File: src/sv/uv_place2d_transform_defines.svh
// Assertion macros shared by the uv_place2d_transform RTL.
`ifndef UV_PLACE2D_TRANSFORM_DEFINES_SVH
`define UV_PLACE2D_TRANSFORM_DEFINES_SVH

// Same-cycle implication, sampled on clk, off while rst_n is low.
`define UVP_ASSERT_IMP(lbl, ante, cons, msg) \
  lbl: assert property (@(posedge clk) disable iff (!rst_n) (ante) |-> (cons)) else $error(msg);

// Next-cycle implication, sampled on clk, off while rst_n is low.
`define UVP_ASSERT_NXT(lbl, ante, cons, msg) \
  lbl: assert property (@(posedge clk) disable iff (!rst_n) (ante) |=> (cons)) else $error(msg);

`endif

File: src/sv/uvp_pkg.sv
// Shared types, register codes and the arctangent table for the place2d transform.
package uvp_pkg;

  localparam int DATA_W           = 32;
  localparam int ANGLE_W          = 26;
  localparam int FRAC_BITS_DEF    = 16;
  localparam int CORDIC_STEPS_DEF = 16;
  localparam int ANG_FRAC         = 24;
  localparam int CFG_IDX_W        = 3;
  localparam longint CORDIC_GAIN_Q30 = 64'd652032874;

  typedef logic [CFG_IDX_W-1:0] cfg_idx_t;

  localparam cfg_idx_t REG_PIVOT_U  = 3'd0;
  localparam cfg_idx_t REG_PIVOT_V  = 3'd1;
  localparam cfg_idx_t REG_SCALE_U  = 3'd2;
  localparam cfg_idx_t REG_SCALE_V  = 3'd3;
  localparam cfg_idx_t REG_OFFSET_U = 3'd4;
  localparam cfg_idx_t REG_OFFSET_V = 3'd5;
  localparam cfg_idx_t REG_ROTATE   = 3'd6;
  localparam cfg_idx_t REG_MODE     = 3'd7;

  typedef logic [1:0] mode_t;

  localparam mode_t MODE_SRT = 2'd0;
  localparam mode_t MODE_TRS = 2'd1;

  typedef struct packed {
    logic signed [DATA_W-1:0] pivot_u;
    logic signed [DATA_W-1:0] pivot_v;
    logic signed [DATA_W-1:0] scale_u;
    logic signed [DATA_W-1:0] scale_v;
    logic signed [DATA_W-1:0] offset_u;
    logic signed [DATA_W-1:0] offset_v;
    mode_t                    mode;
  } place_cfg_t;

  typedef enum logic [2:0] {
    TRIG_IDLE,
    TRIG_REDUCE,
    TRIG_WRAP,
    TRIG_FOLD,
    TRIG_ROTATE,
    TRIG_ROUND
  } trig_state_t;

  // atan(2^-i) in degrees, 24 fraction bits
  function automatic logic [31:0] atan_deg(input logic [4:0] idx);
    logic [31:0] r;
    case (idx)
      5'd0:  r = 32'd754974720;
      5'd1:  r = 32'd445687602;
      5'd2:  r = 32'd235489088;
      5'd3:  r = 32'd119537938;
      5'd4:  r = 32'd60000934;
      5'd5:  r = 32'd30029717;
      5'd6:  r = 32'd15018523;
      5'd7:  r = 32'd7509719;
      5'd8:  r = 32'd3754917;
      5'd9:  r = 32'd1877466;
      5'd10: r = 32'd938734;
      5'd11: r = 32'd469367;
      5'd12: r = 32'd234684;
      5'd13: r = 32'd117342;
      5'd14: r = 32'd58671;
      5'd15: r = 32'd29335;
      5'd16: r = 32'd14668;
      5'd17: r = 32'd7334;
      5'd18: r = 32'd3667;
      5'd19: r = 32'd1833;
      5'd20: r = 32'd917;
      5'd21: r = 32'd458;
      5'd22: r = 32'd229;
      5'd23: r = 32'd115;
      5'd24: r = 32'd57;
      5'd25: r = 32'd29;
      5'd26: r = 32'd14;
      5'd27: r = 32'd7;
      5'd28: r = 32'd4;
      5'd29: r = 32'd2;
      default: r = 32'd0;
    endcase
    return r;
  endfunction

endpackage

File: src/sv/uvp_trig.sv
// Angle reduction and iterative CORDIC producing sine and cosine of the rotation.
`include "uv_place2d_transform_defines.svh"

module uvp_trig
  import uvp_pkg::*;
#(
  parameter int FRAC_BITS    = FRAC_BITS_DEF,
  parameter int CORDIC_STEPS = CORDIC_STEPS_DEF,
  localparam int TRIG_W      = FRAC_BITS + 2
) (
  input  logic                     clk,
  input  logic                     rst_n,
  input  logic                     start,
  input  logic signed [ANGLE_W-1:0] angle,
  output logic                     busy,
  output logic signed [TRIG_W-1:0] sin_o,
  output logic signed [TRIG_W-1:0] cos_o
);

  localparam int AW        = 36;
  localparam int XW        = 34;
  localparam int IT_W      = (CORDIC_STEPS > 1) ? $clog2(CORDIC_STEPS) : 1;
  localparam int RED_STEPS = (FRAC_BITS < 17) ? 18 - FRAC_BITS : 1;
  localparam int RED_CW    = (RED_STEPS > 1) ? $clog2(RED_STEPS) : 1;
  localparam int ZSH       = ANG_FRAC - FRAC_BITS;
  localparam int RND_S     = 30 - FRAC_BITS;

  localparam longint FULL_L    = 64'd360 << FRAC_BITS;
  localparam longint HALF_L    = 64'd180 << FRAC_BITS;
  localparam longint QUARTER_L = 64'd90 << FRAC_BITS;

  localparam logic        [AW-1:0] FULL_U  = AW'(FULL_L);
  localparam logic signed [AW-1:0] FULL    = AW'(FULL_L);
  localparam logic signed [AW-1:0] HALF    = AW'(HALF_L);
  localparam logic signed [AW-1:0] QUARTER = AW'(QUARTER_L);
  localparam logic signed [XW-1:0] GAIN    = XW'(CORDIC_GAIN_Q30);
  localparam logic signed [XW-1:0] RND_ADD = XW'(64'd1 << (RND_S - 1));
  localparam logic signed [XW-1:0] ONE_X   = XW'(64'd1 << FRAC_BITS);
  localparam logic signed [TRIG_W-1:0] ONE_T = TRIG_W'(64'd1 << FRAC_BITS);
  localparam logic [RED_CW-1:0] K_TOP   = RED_CW'(RED_STEPS - 1);
  localparam logic [IT_W-1:0]   I_LAST  = IT_W'(CORDIC_STEPS - 1);

  trig_state_t state_r, state_nxt;

  logic              load_en, red_en, wrap_en, fold_en, rot_en, round_en;
  logic [AW-1:0]     mag_r;
  logic              neg_r, flip_r;
  logic [RED_CW-1:0] k_r;
  logic [IT_W-1:0]   i_r;
  logic signed [AW-1:0] z_r;
  logic signed [XW-1:0] x_r, y_r;
  logic signed [TRIG_W-1:0] sin_r, cos_r;

  logic signed [AW-1:0] ang_ext, a0, wrap_val, fz, at;
  logic        [AW-1:0] red_sub;
  logic                 fold_flip;
  logic signed [XW-1:0] dx, dy, cu, su;

  function automatic logic signed [TRIG_W-1:0] to_unit(input logic signed [XW-1:0] q30);
    logic signed [XW-1:0] r;
    r = (q30 + RND_ADD) >>> RND_S;
    if (r > ONE_X) r = ONE_X;
    if (r < -ONE_X) r = -ONE_X;
    return TRIG_W'(r);
  endfunction

  // next state
  always_comb begin
    state_nxt = state_r;
    unique case (state_r)
      TRIG_IDLE:   if (start) state_nxt = TRIG_REDUCE;
      TRIG_REDUCE: if (k_r == '0) state_nxt = TRIG_WRAP;
      TRIG_WRAP:   state_nxt = TRIG_FOLD;
      TRIG_FOLD:   state_nxt = TRIG_ROTATE;
      TRIG_ROTATE: if (i_r == I_LAST) state_nxt = TRIG_ROUND;
      TRIG_ROUND:  state_nxt = TRIG_IDLE;
      default:     state_nxt = TRIG_IDLE;
    endcase
  end

  // step enables
  always_comb begin
    load_en  = 1'b0;
    red_en   = 1'b0;
    wrap_en  = 1'b0;
    fold_en  = 1'b0;
    rot_en   = 1'b0;
    round_en = 1'b0;
    unique case (state_r)
      TRIG_IDLE:   load_en  = start;
      TRIG_REDUCE: red_en   = 1'b1;
      TRIG_WRAP:   wrap_en  = 1'b1;
      TRIG_FOLD:   fold_en  = 1'b1;
      TRIG_ROTATE: rot_en   = 1'b1;
      TRIG_ROUND:  round_en = 1'b1;
      default:     load_en  = 1'b0;
    endcase
  end

  assign busy = (state_r != TRIG_IDLE);

  always_comb begin
    ang_ext = AW'(angle);
    // restoring modulo: one shifted multiple of 360 degrees per cycle
    red_sub = FULL_U << k_r;
    // remainder of the magnitude, mapped into [0, 360) by the sign, then wrapped into [-180, 180)
    a0 = (neg_r && (mag_r != '0)) ? FULL - $signed(mag_r) : $signed(mag_r);
    wrap_val = (a0 >= HALF) ? a0 - FULL : a0;
    fold_flip = 1'b1;
    if (z_r > QUARTER) begin
      fz = HALF - z_r;
    end else if (z_r < -QUARTER) begin
      fz = -HALF - z_r;
    end else begin
      fz = z_r;
      fold_flip = 1'b0;
    end
    dx = y_r >>> i_r;
    dy = x_r >>> i_r;
    at = AW'(atan_deg(5'(i_r)));
    cu = x_r;
    su = y_r;
  end

  always_ff @(posedge clk) begin
    if (load_en) begin
      mag_r <= angle[ANGLE_W-1] ? -ang_ext : ang_ext;
      neg_r <= angle[ANGLE_W-1];
      k_r   <= K_TOP;
    end
    if (red_en) begin
      if (mag_r >= red_sub) mag_r <= mag_r - red_sub;
      k_r <= k_r - 1'b1;
    end
    if (wrap_en) z_r <= wrap_val;
    if (fold_en) begin
      z_r    <= fz <<< ZSH;
      flip_r <= fold_flip;
      x_r    <= GAIN;
      y_r    <= '0;
      i_r    <= '0;
    end
    if (rot_en) begin
      if (!z_r[AW-1]) begin
        x_r <= x_r - dx;
        y_r <= y_r + dy;
        z_r <= z_r - at;
      end else begin
        x_r <= x_r + dx;
        y_r <= y_r - dy;
        z_r <= z_r + at;
      end
      i_r <= i_r + 1'b1;
    end
  end

  always_ff @(posedge clk) begin
    if (!rst_n) begin
      state_r <= TRIG_IDLE;
      sin_r   <= '0;
      cos_r   <= ONE_T;
    end else begin
      state_r <= state_nxt;
      if (round_en) begin
        sin_r <= to_unit(su);
        cos_r <= flip_r ? -to_unit(cu) : to_unit(cu);
      end
    end
  end

  assign sin_o = sin_r;
  assign cos_o = cos_r;

  `UVP_ASSERT_IMP(a_wrap_below_full, state_r == TRIG_WRAP, mag_r < FULL_U, "angle reduction left a remainder of 360 degrees or more")
  `UVP_ASSERT_NXT(a_trig_clamped, state_r == TRIG_ROUND, (sin_r <= ONE_T) && (sin_r >= -ONE_T) && (cos_r <= ONE_T) && (cos_r >= -ONE_T), "sine or cosine beyond unit range")

endmodule

File: config.mk
export PLATFORM = sky130hd
export DESIGN_NAME = uvp_trig
export DESIGN_NICKNAME = d
export VERILOG_FILES = /design/src/sv/uvp_pkg.sv /design/src/sv/uvp_trig.sv
export VERILOG_INCLUDE_DIRS = /design/src /design/src/sv
export SDC_FILE = /design/constraint.sdc
export NUM_CORES = 1
export LEC_CHECK = 0
export BUFFER_PORTS_ARGS = -buffer_cell sky130_fd_sc_hd__buf_2
export CAP_MARGIN = 20
export CORE_UTILIZATION = 30
export DETAILED_ROUTE_END_ITERATION = 16
export PLACE_DENSITY = 0.42
export SYNTH_ARGS = -nofsm -noshare
export SYNTH_HDL_FRONTEND = slang
export SYNTH_SLANG_ARGS = --single-unit
File: constraint.sdc
create_clock -name clk -period 5.9 [get_ports clk]
set_input_delay 0.295 -clock clk [delete_from_list [all_inputs] [get_ports clk]]
set_output_delay 0.295 -clock clk [all_outputs]
set_load 0.01 [all_outputs]
==> metrics, run 1 <==
Ant. Diodes 0; TritonCTS Buffers 30; Setup Skew 0.0344 ns; CP Max Fanout 17; Syn-to-layout area delta 15.0%; # port buffers 65; H-tree levels 1; DP Cell Count 3,778; HP Class in -> reg; CTS Buffer Depth 3; endpoints failing hold 0; Overflow after GRT 0; placer congestion estimate 0.876; cell row count 100; GRT Util Overall 19.4%; synthesized area per cell 8.38 um^2; ys async rst share 0%; Cell Area, Placed 25,100 um^2; initial antenna violation count 0; ranking of synthesized cells by area edfxtp_1 15%, dfxtp_1 8.9%, mux4_2 7.9%; I/O pins 66; most frequent cell after synthesis nand2_1; biggest area consumer among synthesized cells edfxtp_1; Sinks on Clock Net 216; Worst EP arrival 5.92 ns; Slew Limit Fails 0; final worst slack 0.313 ns; antenna-violating nets left 0; Initial Utilization 30.5%; Cell variety after synth 97; Vias per Instance 5.56; setup TNS 0 ns; fin area 26,400 um^2; via count 21,400; register area share after synthesis 23.8%; largest net degree at the start of global routing 58; Slew HR 29.2%; Pre-Repair DR Iteration Count 5; TritonCTS clock tree done; WL/cell 20.1 um; Routed WL 77,400 um; first-pass GRT wire length 120,000 um; leakage power 0.0102 uW; DRC 0; startpoint class of the critical path flop; fin crit period 5.59 ns; worst path required time 6.24 ns; Synth warnings 0; Max Cap Violations 0; Core ar. 75,100 um^2; initial drt markers 1,366; fin cells 3,845; Final nets 3,013; Filler Cell Count 7,790; # setup viols final 0; vias in the first global route 20,600; Setup crit end kind flop; Worst-Skew Late Latency 0.62 ns; fraction of layout cells with a size suffix above 1 15.8%; period utilization 94.7%; Die W 278 um; pre-CTS WS 0.152 ns; Synth Flop Type edfxtp_1; Root Buffer clkbuf_16; measured slew at the worst slew-check pin 1.06 ns; clk slew on worst S/H paths 0.06 ns; Peak supply drop 0.222 mV; power per cell area 308 nW/um^2; post-synthesis register bit count 216; hpwl dp 60,400 um; Worst Hold Slack 0.0339 ns; syn nets 2,898; Post-synth EDFFs 114; fmax 179 MHz; cells after synthesis 2,737; Setup CP Type reg -> reg; Die Height 278 um; Mapped Area 22,900 um^2; share of the synthesized area in the top cell type 14.9%; status finished clean; total die area 77,500 um^2; Post-synth top cells 249 x nand2_1, 222 x nor2_1, 201 x a21oi_1
-- registers in the layout, indices dropped and copies added, names as in the netlist --
signal	cells
at	30
cos_o	18
cu	34
flip_r	1
i_r	4
k_r	1
mag_r	36
neg_r	1
sin_o	18
state_r	3
su	34
z_r	36
-- worst max-delay path, cell delays in order (launching register included) --
cell      delay (ns)
edfxtp_1        0.36
buf_4           0.13
buf_12          0.17
mux4_2          0.60
mux4_2          0.54
nor4_4          0.35
nand3_1         0.15
or3b_1          0.43
o21a_1          0.22
xnor2_2         0.15
ha_1            0.32
a21o_1          0.20
a21o_1          0.17
a21oi_1         0.12
o21ai_0         0.09
o31ai_1         0.24
buf_4           0.17
nand2_1         0.09
a31o_2          0.29
a21o_1          0.18
a211oi_1        0.25
nor3_1          0.08
-- metal layers --
metal  track usage (%)  part of all wire, %
met3              1.54                  3.2
met5                 0                    0
met1              24.0                   43
met2              35.8                   51
met4              5.47                  2.9
-- layout by cell type (no fill, tap or decap), types with 32 or more instances in the layout --
master / count
nand2_1: 248
inv_1: 69
a21oi_1: 200
nand2b_1: 33
buf_2: 65
nand3_1: 70
a31oi_1: 44
xnor2_1: 157
nor2_1: 220
nor4_1: 34
mux2i_1: 45
mux4_2: 80
o21ai_0: 184
edfxtp_1: 114
clkbuf_16: 32
nor3_1: 74
dfxtp_1: 102
ha_1: 129
a21o_1: 62
buf_4: 155
xor2_1: 152
-- repair_timing --
item | CTS | global route
hold buffers | 9 | 0
setup buffers | 0 | 1
resized for setup | 0 | 24
setup endpoints to repair | 0 | 15
hold endpoints to repair | 9 | 0
-- through the flow --
stage | util (%) | power, uW
after floorplan | - | 5060
after CTS | 34.9 | 8190
after global placement | 33.4 | 6140
after detailed placement | 33.4 | 6150
final | 35.1 | 8120
after global routing | 35.1 | 8700
-- power breakdown --
part,leakage (uW),switching [uW],total [uW],internal (uW)
logic,0.00779,2310,3960,1660
clock network,0.000520,821,1970,1150
registers,0.00188,335,2180,1850
total,0.0102,3460,8120,4650
-- logic make-up (layout without fill, tap and decap cells) --
logic type	Yosys count	in the layout	synth area share [%]
multiplexers	156	156	11.3
XOR/XNOR	310	310	11.8
adder cells (fa/ha/maj)	132	132	7.30
buffers and inverters	228	367	3.97
AO/OA/AOI/OAI	793	793	22.3
AND/OR/NAND/NOR	902	902	19.4
flip-flops	216	216	23.8
-- worst paths after layout --
kind / start / end / slack (ns) / cells past startpoint
worst max-delay path: i_r[0] / su[21] / 0.31 / 21
worst min-delay path: angle[7] / mag_r[7] / 0.03 / 3
worst max register to register: i_r[0] / su[21] / 0.31 / 21
worst min register to register: cos_o[12] / cos_o[12] / 0.46 / 2
-- final cells by class --
type	count	area, um^2	area share, %
clock buffer	38	843	3.20
clock inverter	18	208	0.788
inverter	75	284	1.08
multi-input combinational	2293	16700	63.2
sequential	216	5470	20.7
tap	969	1210	4.60
timing repair buffer	236	1680	6.37
Power figures use the tool's default switching activity.
==> run 2: changes to the inputs <==
- CORE_UTILIZATION: 30 -> 45
- PLACE_DENSITY: 0.42 -> 0.59
==> run 2 against run 1 <==
Combinational power is 2% lower. Highest routed layer unchanged. Global-route usage is 7.1 points higher. Critical path type unchanged. Sequential power hardly changed. Wire length is 8.5% lower. Via count is 0.68% higher. Core utilization is 16 points higher.
==> metrics, run 2 (synthesized netlist as in run 1, its figures left out) <==
Clk pwr share 22.4% (-1.9 points); total die area 51,800 um^2 (-33%); Overflow after GRT 0 (unchanged); worst r2r src i_r[0]; measured slew at the worst slew-check pin 1.10 ns (+0.0334 ns); cell row count 82 (-18%); Die W 228 um (-18%); GRT Util Overall 26.6% (+7.1 points); Setup Skew 0.0101 ns (-0.0243 ns); Syn-to-layout area delta 11.4%; fraction of layout cells with a size suffix above 1 14.4% (-1.4 points); TritonCTS Buffers 29 (-3.3%); commonest non-fill, non-tap cell in the layout nand2_1; multi-input logic area 16,700 um^2 (about the same); I/O pins 66 (unchanged); worst path required time 6.23 ns (about the same); DRC 0 (unchanged); startpoint class of the critical path flop; Core ar. 50,200 um^2 (-33%); largest net degree at the start of global routing 79 (+36%); # port buffers 65 (unchanged); H-tree levels 1 (unchanged); endpoints failing hold 0 (unchanged); # setup viols final 0 (unchanged); antenna-violating nets left 0 (unchanged); Initial Utilization 45.7% (+15 points); Die Height 228 um (-18%); pre-CTS WS 0.0104 ns (-0.142 ns); Root Buffer clkbuf_16; vias in the first global route 20,900 (+1.2%); Worst setup endpoint cu[32]; Setup crit end kind flop; WL/cell 20.2 um (+0.65%); Worst-Skew Late Latency 0.59 ns (-0.03 ns); Setup CP Type reg -> reg; Peak supply drop 0.215 mV (-3.4%); fin crit period 5.64 ns (+0.0515 ns); biggest regs mag_r: 36 flops, z_r: 36 flops; Worst EP arrival 5.96 ns (+0.04 ns); setup TNS 0 ns (unchanged); period utilization 95.6% (+0.87 points); TritonCTS clock tree done; via count 21,500 (+0.68%); placer congestion estimate 0.919 (+4.9%); Slew HR 27.0% (-2.2 points); Vias per Instance 6.16 (+11%); Reg2Reg Setup Slack 0.26 ns (-0.05 ns); crit path launch i_r[0]; initial drt markers 1,442 (+5.6%); depth of the worst hold-timing path 3 (unchanged); register area 5470 um^2 (unchanged); leakage power 0.00992 uW (-2.7%); HP Class in -> reg; Reg2Reg Depth 19 (-9.5%); power share of the combinational group 49.8% (+1.0 points); fmax 177 MHz (-0.91%); Routed WL 70,800 um (-8.5%); Filler Cell Count 4,773 (-39%); Int Pwr 4480 uW (-3.7%); Pre-Repair DR Iteration Count 5 (unchanged); final worst slack 0.262 ns (-0.0515 ns); Psw 3350 uW (-3.2%); initial antenna violation count 0 (unchanged); Slew Limit Fails 0 (unchanged); Sinks on Clock Net 216 (unchanged); commonest cells after routing, fill and taps aside 248 x nand2_1, 222 x nor2_1, 200 x a21oi_1, 184 x o21ai_0, 158 x xnor2_1; Ant. Diodes 0 (unchanged); RSZ-0062 raised after global routing no; CP Max Fanout 19 (+2); status finished clean; power per cell area 307 nW/um^2 (-0.33%); Flop pwr share 27.9% (+1.0 points); Max Cap Violations 0 (unchanged); Final nets 2,960 (-1.8%); Design Power 7840 uW (-3.4%); CTS Buffer Depth 3 (unchanged); switching share of power 42.8% (+0.12 points); clk slew on worst S/H paths 0.06 ns (about the same); first-pass GRT wire length 113,000 um (-6.1%); reg-to-reg endpoint cu[32]; hpwl dp 54,000 um (-11%)
run 2: changes by cell type in the layout (fill, tap and decap cells not counted), moves of 3 or more:
cell / before / now
mux2i_1: 45 / 42
bufinv_16: 3 / 0
dlygate4sd3_1: 9 / 1
buf_12: 2 / 5
clkbuf_8: 2 / 7
buf_6: 4 / 1
mux2i_2: 1 / 4
buf_4: 155 / 109
run 2: metal layers:
layer | wire (um) | share of wire [%] | vias up | global-route usage [%]
li1 | - | - | 10400 | -
met5 | 0 | 0 | - | 0
met4 | 2880 | 4.1 | 0 | 11.4
met2 | 35300 | 50 | 581 | 46.8
met1 | 29500 | 42 | 10400 | 32.8
met3 | 3120 | 4.4 | 144 | 2.65
run 2: worst min-delay path by stage:
stage | start | endpoint | slack [ns]
2_1_floorplan | angle[25] | neg_r | 0.39
3_3_place_gp | cos_o[12] | cos_o[12] | 0.43
3_5_place_dp | cos_o[17] | cos_o[17] | 0.44
4_1_cts | angle[13] | mag_r[13] | 0.01
5_1_grt | angle[10] | mag_r[10] | 0.03
6_report | angle[4] | mag_r[4] | 0.03
run 2: power by group through the flow:
stage                     registers [uW]  clock network, uW  logic [uW]
after floorplan                     2020                  0        3040
after global placement              2200                  0        3780
after detailed placement            2210                  0        3840
after CTS                           2180               1790        3860
after global routing                2210               1850        4330
final                               2180               1750        3900
run 2: repair_timing:
item / 4_1_cts / 5_1_grt
gates resized for setup: 1 / 21
buffers inserted: 0 / 4
cloned: 0 / 1
setup endpoints to repair: 2 / 14
pin swaps: 0 / 2
hold buffers: 1 / 0
hold endpoints to repair: 1 / 0
run 2: stage by stage:
stage          instance area, um^2  hold WS (ns)  std cells  util, %
3_3_place_gp                 24400         0.434       3432     48.6
4_1_cts                      25400        0.0108       3487     50.5
3_5_place_dp                 24400         0.443       3432     48.6
5_1_grt                      25500        0.0290       3494     50.9
2_1_floorplan                22900         0.394       2737        -
6_report                     25500        0.0295       3494     50.9
run 2: worst max-delay path, cell delays in order, from the launching register on:
cell and delay, ns:
edfxtp_1 0.40, buf_12 0.19, buf_4 0.18, mux4_2 0.52, mux2_2 0.28, mux2_2 0.32
inv_1 0.07, ha_1 0.22, mux2_2 0.29, fa_1 0.43, a21oi_1 0.28, o2111ai_1 0.24
a41oi_1 0.32, o211ai_1 0.16, a311o_1 0.39, a211o_1 0.35, a221oi_2 0.30, a21oi_1 0.13
o21ai_0 0.20, o31ai_1 0.10
run 2: final cells by class:
| class | count | share of cell area, % |
|---|---|---|
| Timing Repair Buffer | 184 | 5.22 |
| Clock buffer | 43 | 3.41 |
| Tap cell | 672 | 3.29 |
| Sequential cell | 216 | 21.4 |
| Multi-Input combinational cell | 2293 | 65.3 |
| Inverter | 75 | 1.11 |
| Clock inverter | 11 | 0.289 |
==> run 3: changes to the inputs <==
- CORE_ASPECT_RATIO: unset -> 0.7
==> run 3 against run 2 <==
Final cell count decreased by 0.34%. Die area about the same. Worst hold slack improved by 0.028 ns. Combinational power up 4%. Largest cell class unchanged.
==> metrics, run 3 (synthesized netlist as in run 1, its figures left out) <==
multi-input logic area 16,700 um^2 (+0.37%); Vias per Instance 6.31 (+2.3%); fin area 25,600 um^2 (+0.21%); largest net degree at the start of global routing 63 (-20%); Die W 272 um (+19%); Overflow after GRT 0 (unchanged); Slew Limit Fails 0 (unchanged); # setup viols final 0 (unchanged); Initial Utilization 46.1% (+0.37 points); via count 22,000 (+2.0%); TritonCTS clock tree done; Pre-Repair DR Iteration Count 6 (+1); Slew HR 38.2% (+11 points); worst r2r src i_r[0]; GRT Util Overall 28.0% (+1.5 points); TritonCTS Buffers 26 (-10%); commonest cells after routing, fill and taps aside 248 x nand2_1, 220 x nor2_1, 199 x a21oi_1, 183 x o21ai_0, 156 x xnor2_1; power per cell area 314 nW/um^2 (+2.5%); Max Cap Violations 0 (unchanged); Final nets 2,958 (-0.068%); H-tree levels 1 (unchanged); Setup CP Type reg -> reg; Core ar. 49,800 um^2 (-0.79%); startpoint class of the critical path flop; Reg2Reg Setup Slack 0.14 ns (-0.12 ns); HP Class in -> reg; Setup crit end kind flop; initial antenna violation count 2 (+2); vias in the first global route 20,100 (-4.0%); CTS Buffer Depth 3 (unchanged); I/O pins 66 (unchanged); crit path launch i_r[0]; register area 5470 um^2 (unchanged); Cell Area, Placed 24,400 um^2 (+0.20%); DRC 0 (unchanged); hpwl dp 57,400 um (+6.2%); # port buffers 65 (unchanged); Syn-to-layout area delta 11.6%; DP Cell Count 3,431 (-0.029%); status finished clean; biggest regs mag_r: 36 flops, z_r: 36 flops; leakage power 0.00992 uW (about the same); cell row count 68 (-17%); clk slew on worst S/H paths 0.06 ns (about the same); worst path required time 6.21 ns (-0.02 ns); Worst-Skew Late Latency 0.57 ns (-0.02 ns); Filler Cell Count 4,770 (-0.063%); Ant. Diodes 0 (unchanged); Worst EP arrival 6.07 ns (+0.11 ns); cts hold-fix bufs 0 (-1); initial drt markers 2,737 (+90%); fmax 174 MHz (-2.1%); period utilization 97.6% (+2.0 points); commonest non-fill, non-tap cell in the layout nand2_1; fin cells 3,482 (-0.34%); Peak supply drop 0.225 mV (+4.6%); WL/cell 21.5 um (+6.1%); reg-to-reg endpoint cu[32]; Reg2Reg Depth 19 (unchanged); endpoints failing hold 0 (unchanged); Worst setup endpoint cu[32]; fin crit period 5.76 ns (+0.119 ns); total die area 51,900 um^2 (about the same); Setup Skew 0.0110 ns (+0.000904 ns); first-pass GRT wire length 116,000 um (+2.7%); measured slew at the worst slew-check pin 0.904 ns (-0.192 ns); Root Buffer clkbuf_16; placer congestion estimate 0.974 (+6.1%); CP Max Fanout 11 (-8); Die Height 191 um (-16%); fraction of layout cells with a size suffix above 1 14.9% (+0.52 points); Sinks on Clock Net 216 (unchanged); antenna-violating nets left 0 (unchanged); Worst Hold Slack 0.0576 ns (+0.0281 ns); Routed WL 74,800 um (+5.7%)
[run 3: where the power goes]
part / internal, uW / switching (uW) / leakage, uW
Clock: 1060 / 732 / 0.000476
Sequential: 1850 / 356 / 0.00188
Combinational: 1630 / 2430 / 0.00756
Total: 4530 / 3520 / 0.00992
[run 3: worst min path at each step]
stage                     startpoint        end  depth (start not counted)
after floorplan            angle[25]      neg_r                          0
after global placement      sin_o[4]   sin_o[4]                          2
after detailed placement   sin_o[11]  sin_o[11]                          2
after CTS                   angle[5]   mag_r[5]                          3
after global routing        angle[5]   mag_r[5]                          3
final                       angle[7]   mag_r[7]                          3
[run 3: area by class of cell]
| cell class | instances | area share, % |
|---|---|---|
| repair buffers | 185 | 5.17 |
| multi-input cells | 2293 | 65.4 |
| flip-flops and latches | 216 | 21.4 |
| well taps | 665 | 3.25 |
| clock buffers | 38 | 3.33 |
| clock inverters | 10 | 0.386 |
| inverters | 75 | 1.11 |
[run 3: timing repair]
| item | in CTS | in global routing |
|---|---|---|
| endpoints found under the hold margin | 0 | 0 |
| cloned | 0 | 1 |
| endpoints found under the setup margin | 6 | 20 |
| pin swaps | 0 | 6 |
| setup buffers | 0 | 2 |
| gates resized for setup | 6 | 30 |
[run 3: stage by stage]
step                util (%)  worst slack (ns)  TNS, ns  power (uW)
finish                  51.4             0.143        0        8050
global route            51.4           -0.0254  -0.0367        8540
CTS                     51.1            0.0111        0        7950
detailed placement      49.1            -0.297   -0.653        6120
global placement        49.1            -0.205   -0.294        6050
floorplan                  -             0.503        0        5060
[run 3: critical path: stages, from the launching register on]
cell and delay (ns):
edfxtp_1 0.40, buf_4 0.15, clkbuf_16 0.17, mux4_2 0.57, mux2_2 0.29, mux2_2 0.28, inv_1 0.06, ha_1 0.21
mux2_2 0.30, fa_1 0.44, a21oi_1 0.31, o2111ai_2 0.25, a41oi_2 0.28, o211ai_1 0.22, a311o_1 0.46, a211o_1 0.35
a221oi_2 0.32, a21oi_1 0.15, o21ai_0 0.19, o31ai_1 0.10
[run 3: per-layer routing]
layer,routed length [um],vias up,global-route usage [%]
met5,22,-,0
met4,996,4,4.41
met3,7010,74,5.96
met2,28300,903,36.9
met1,38500,10600,45.6
li1,-,10400,-
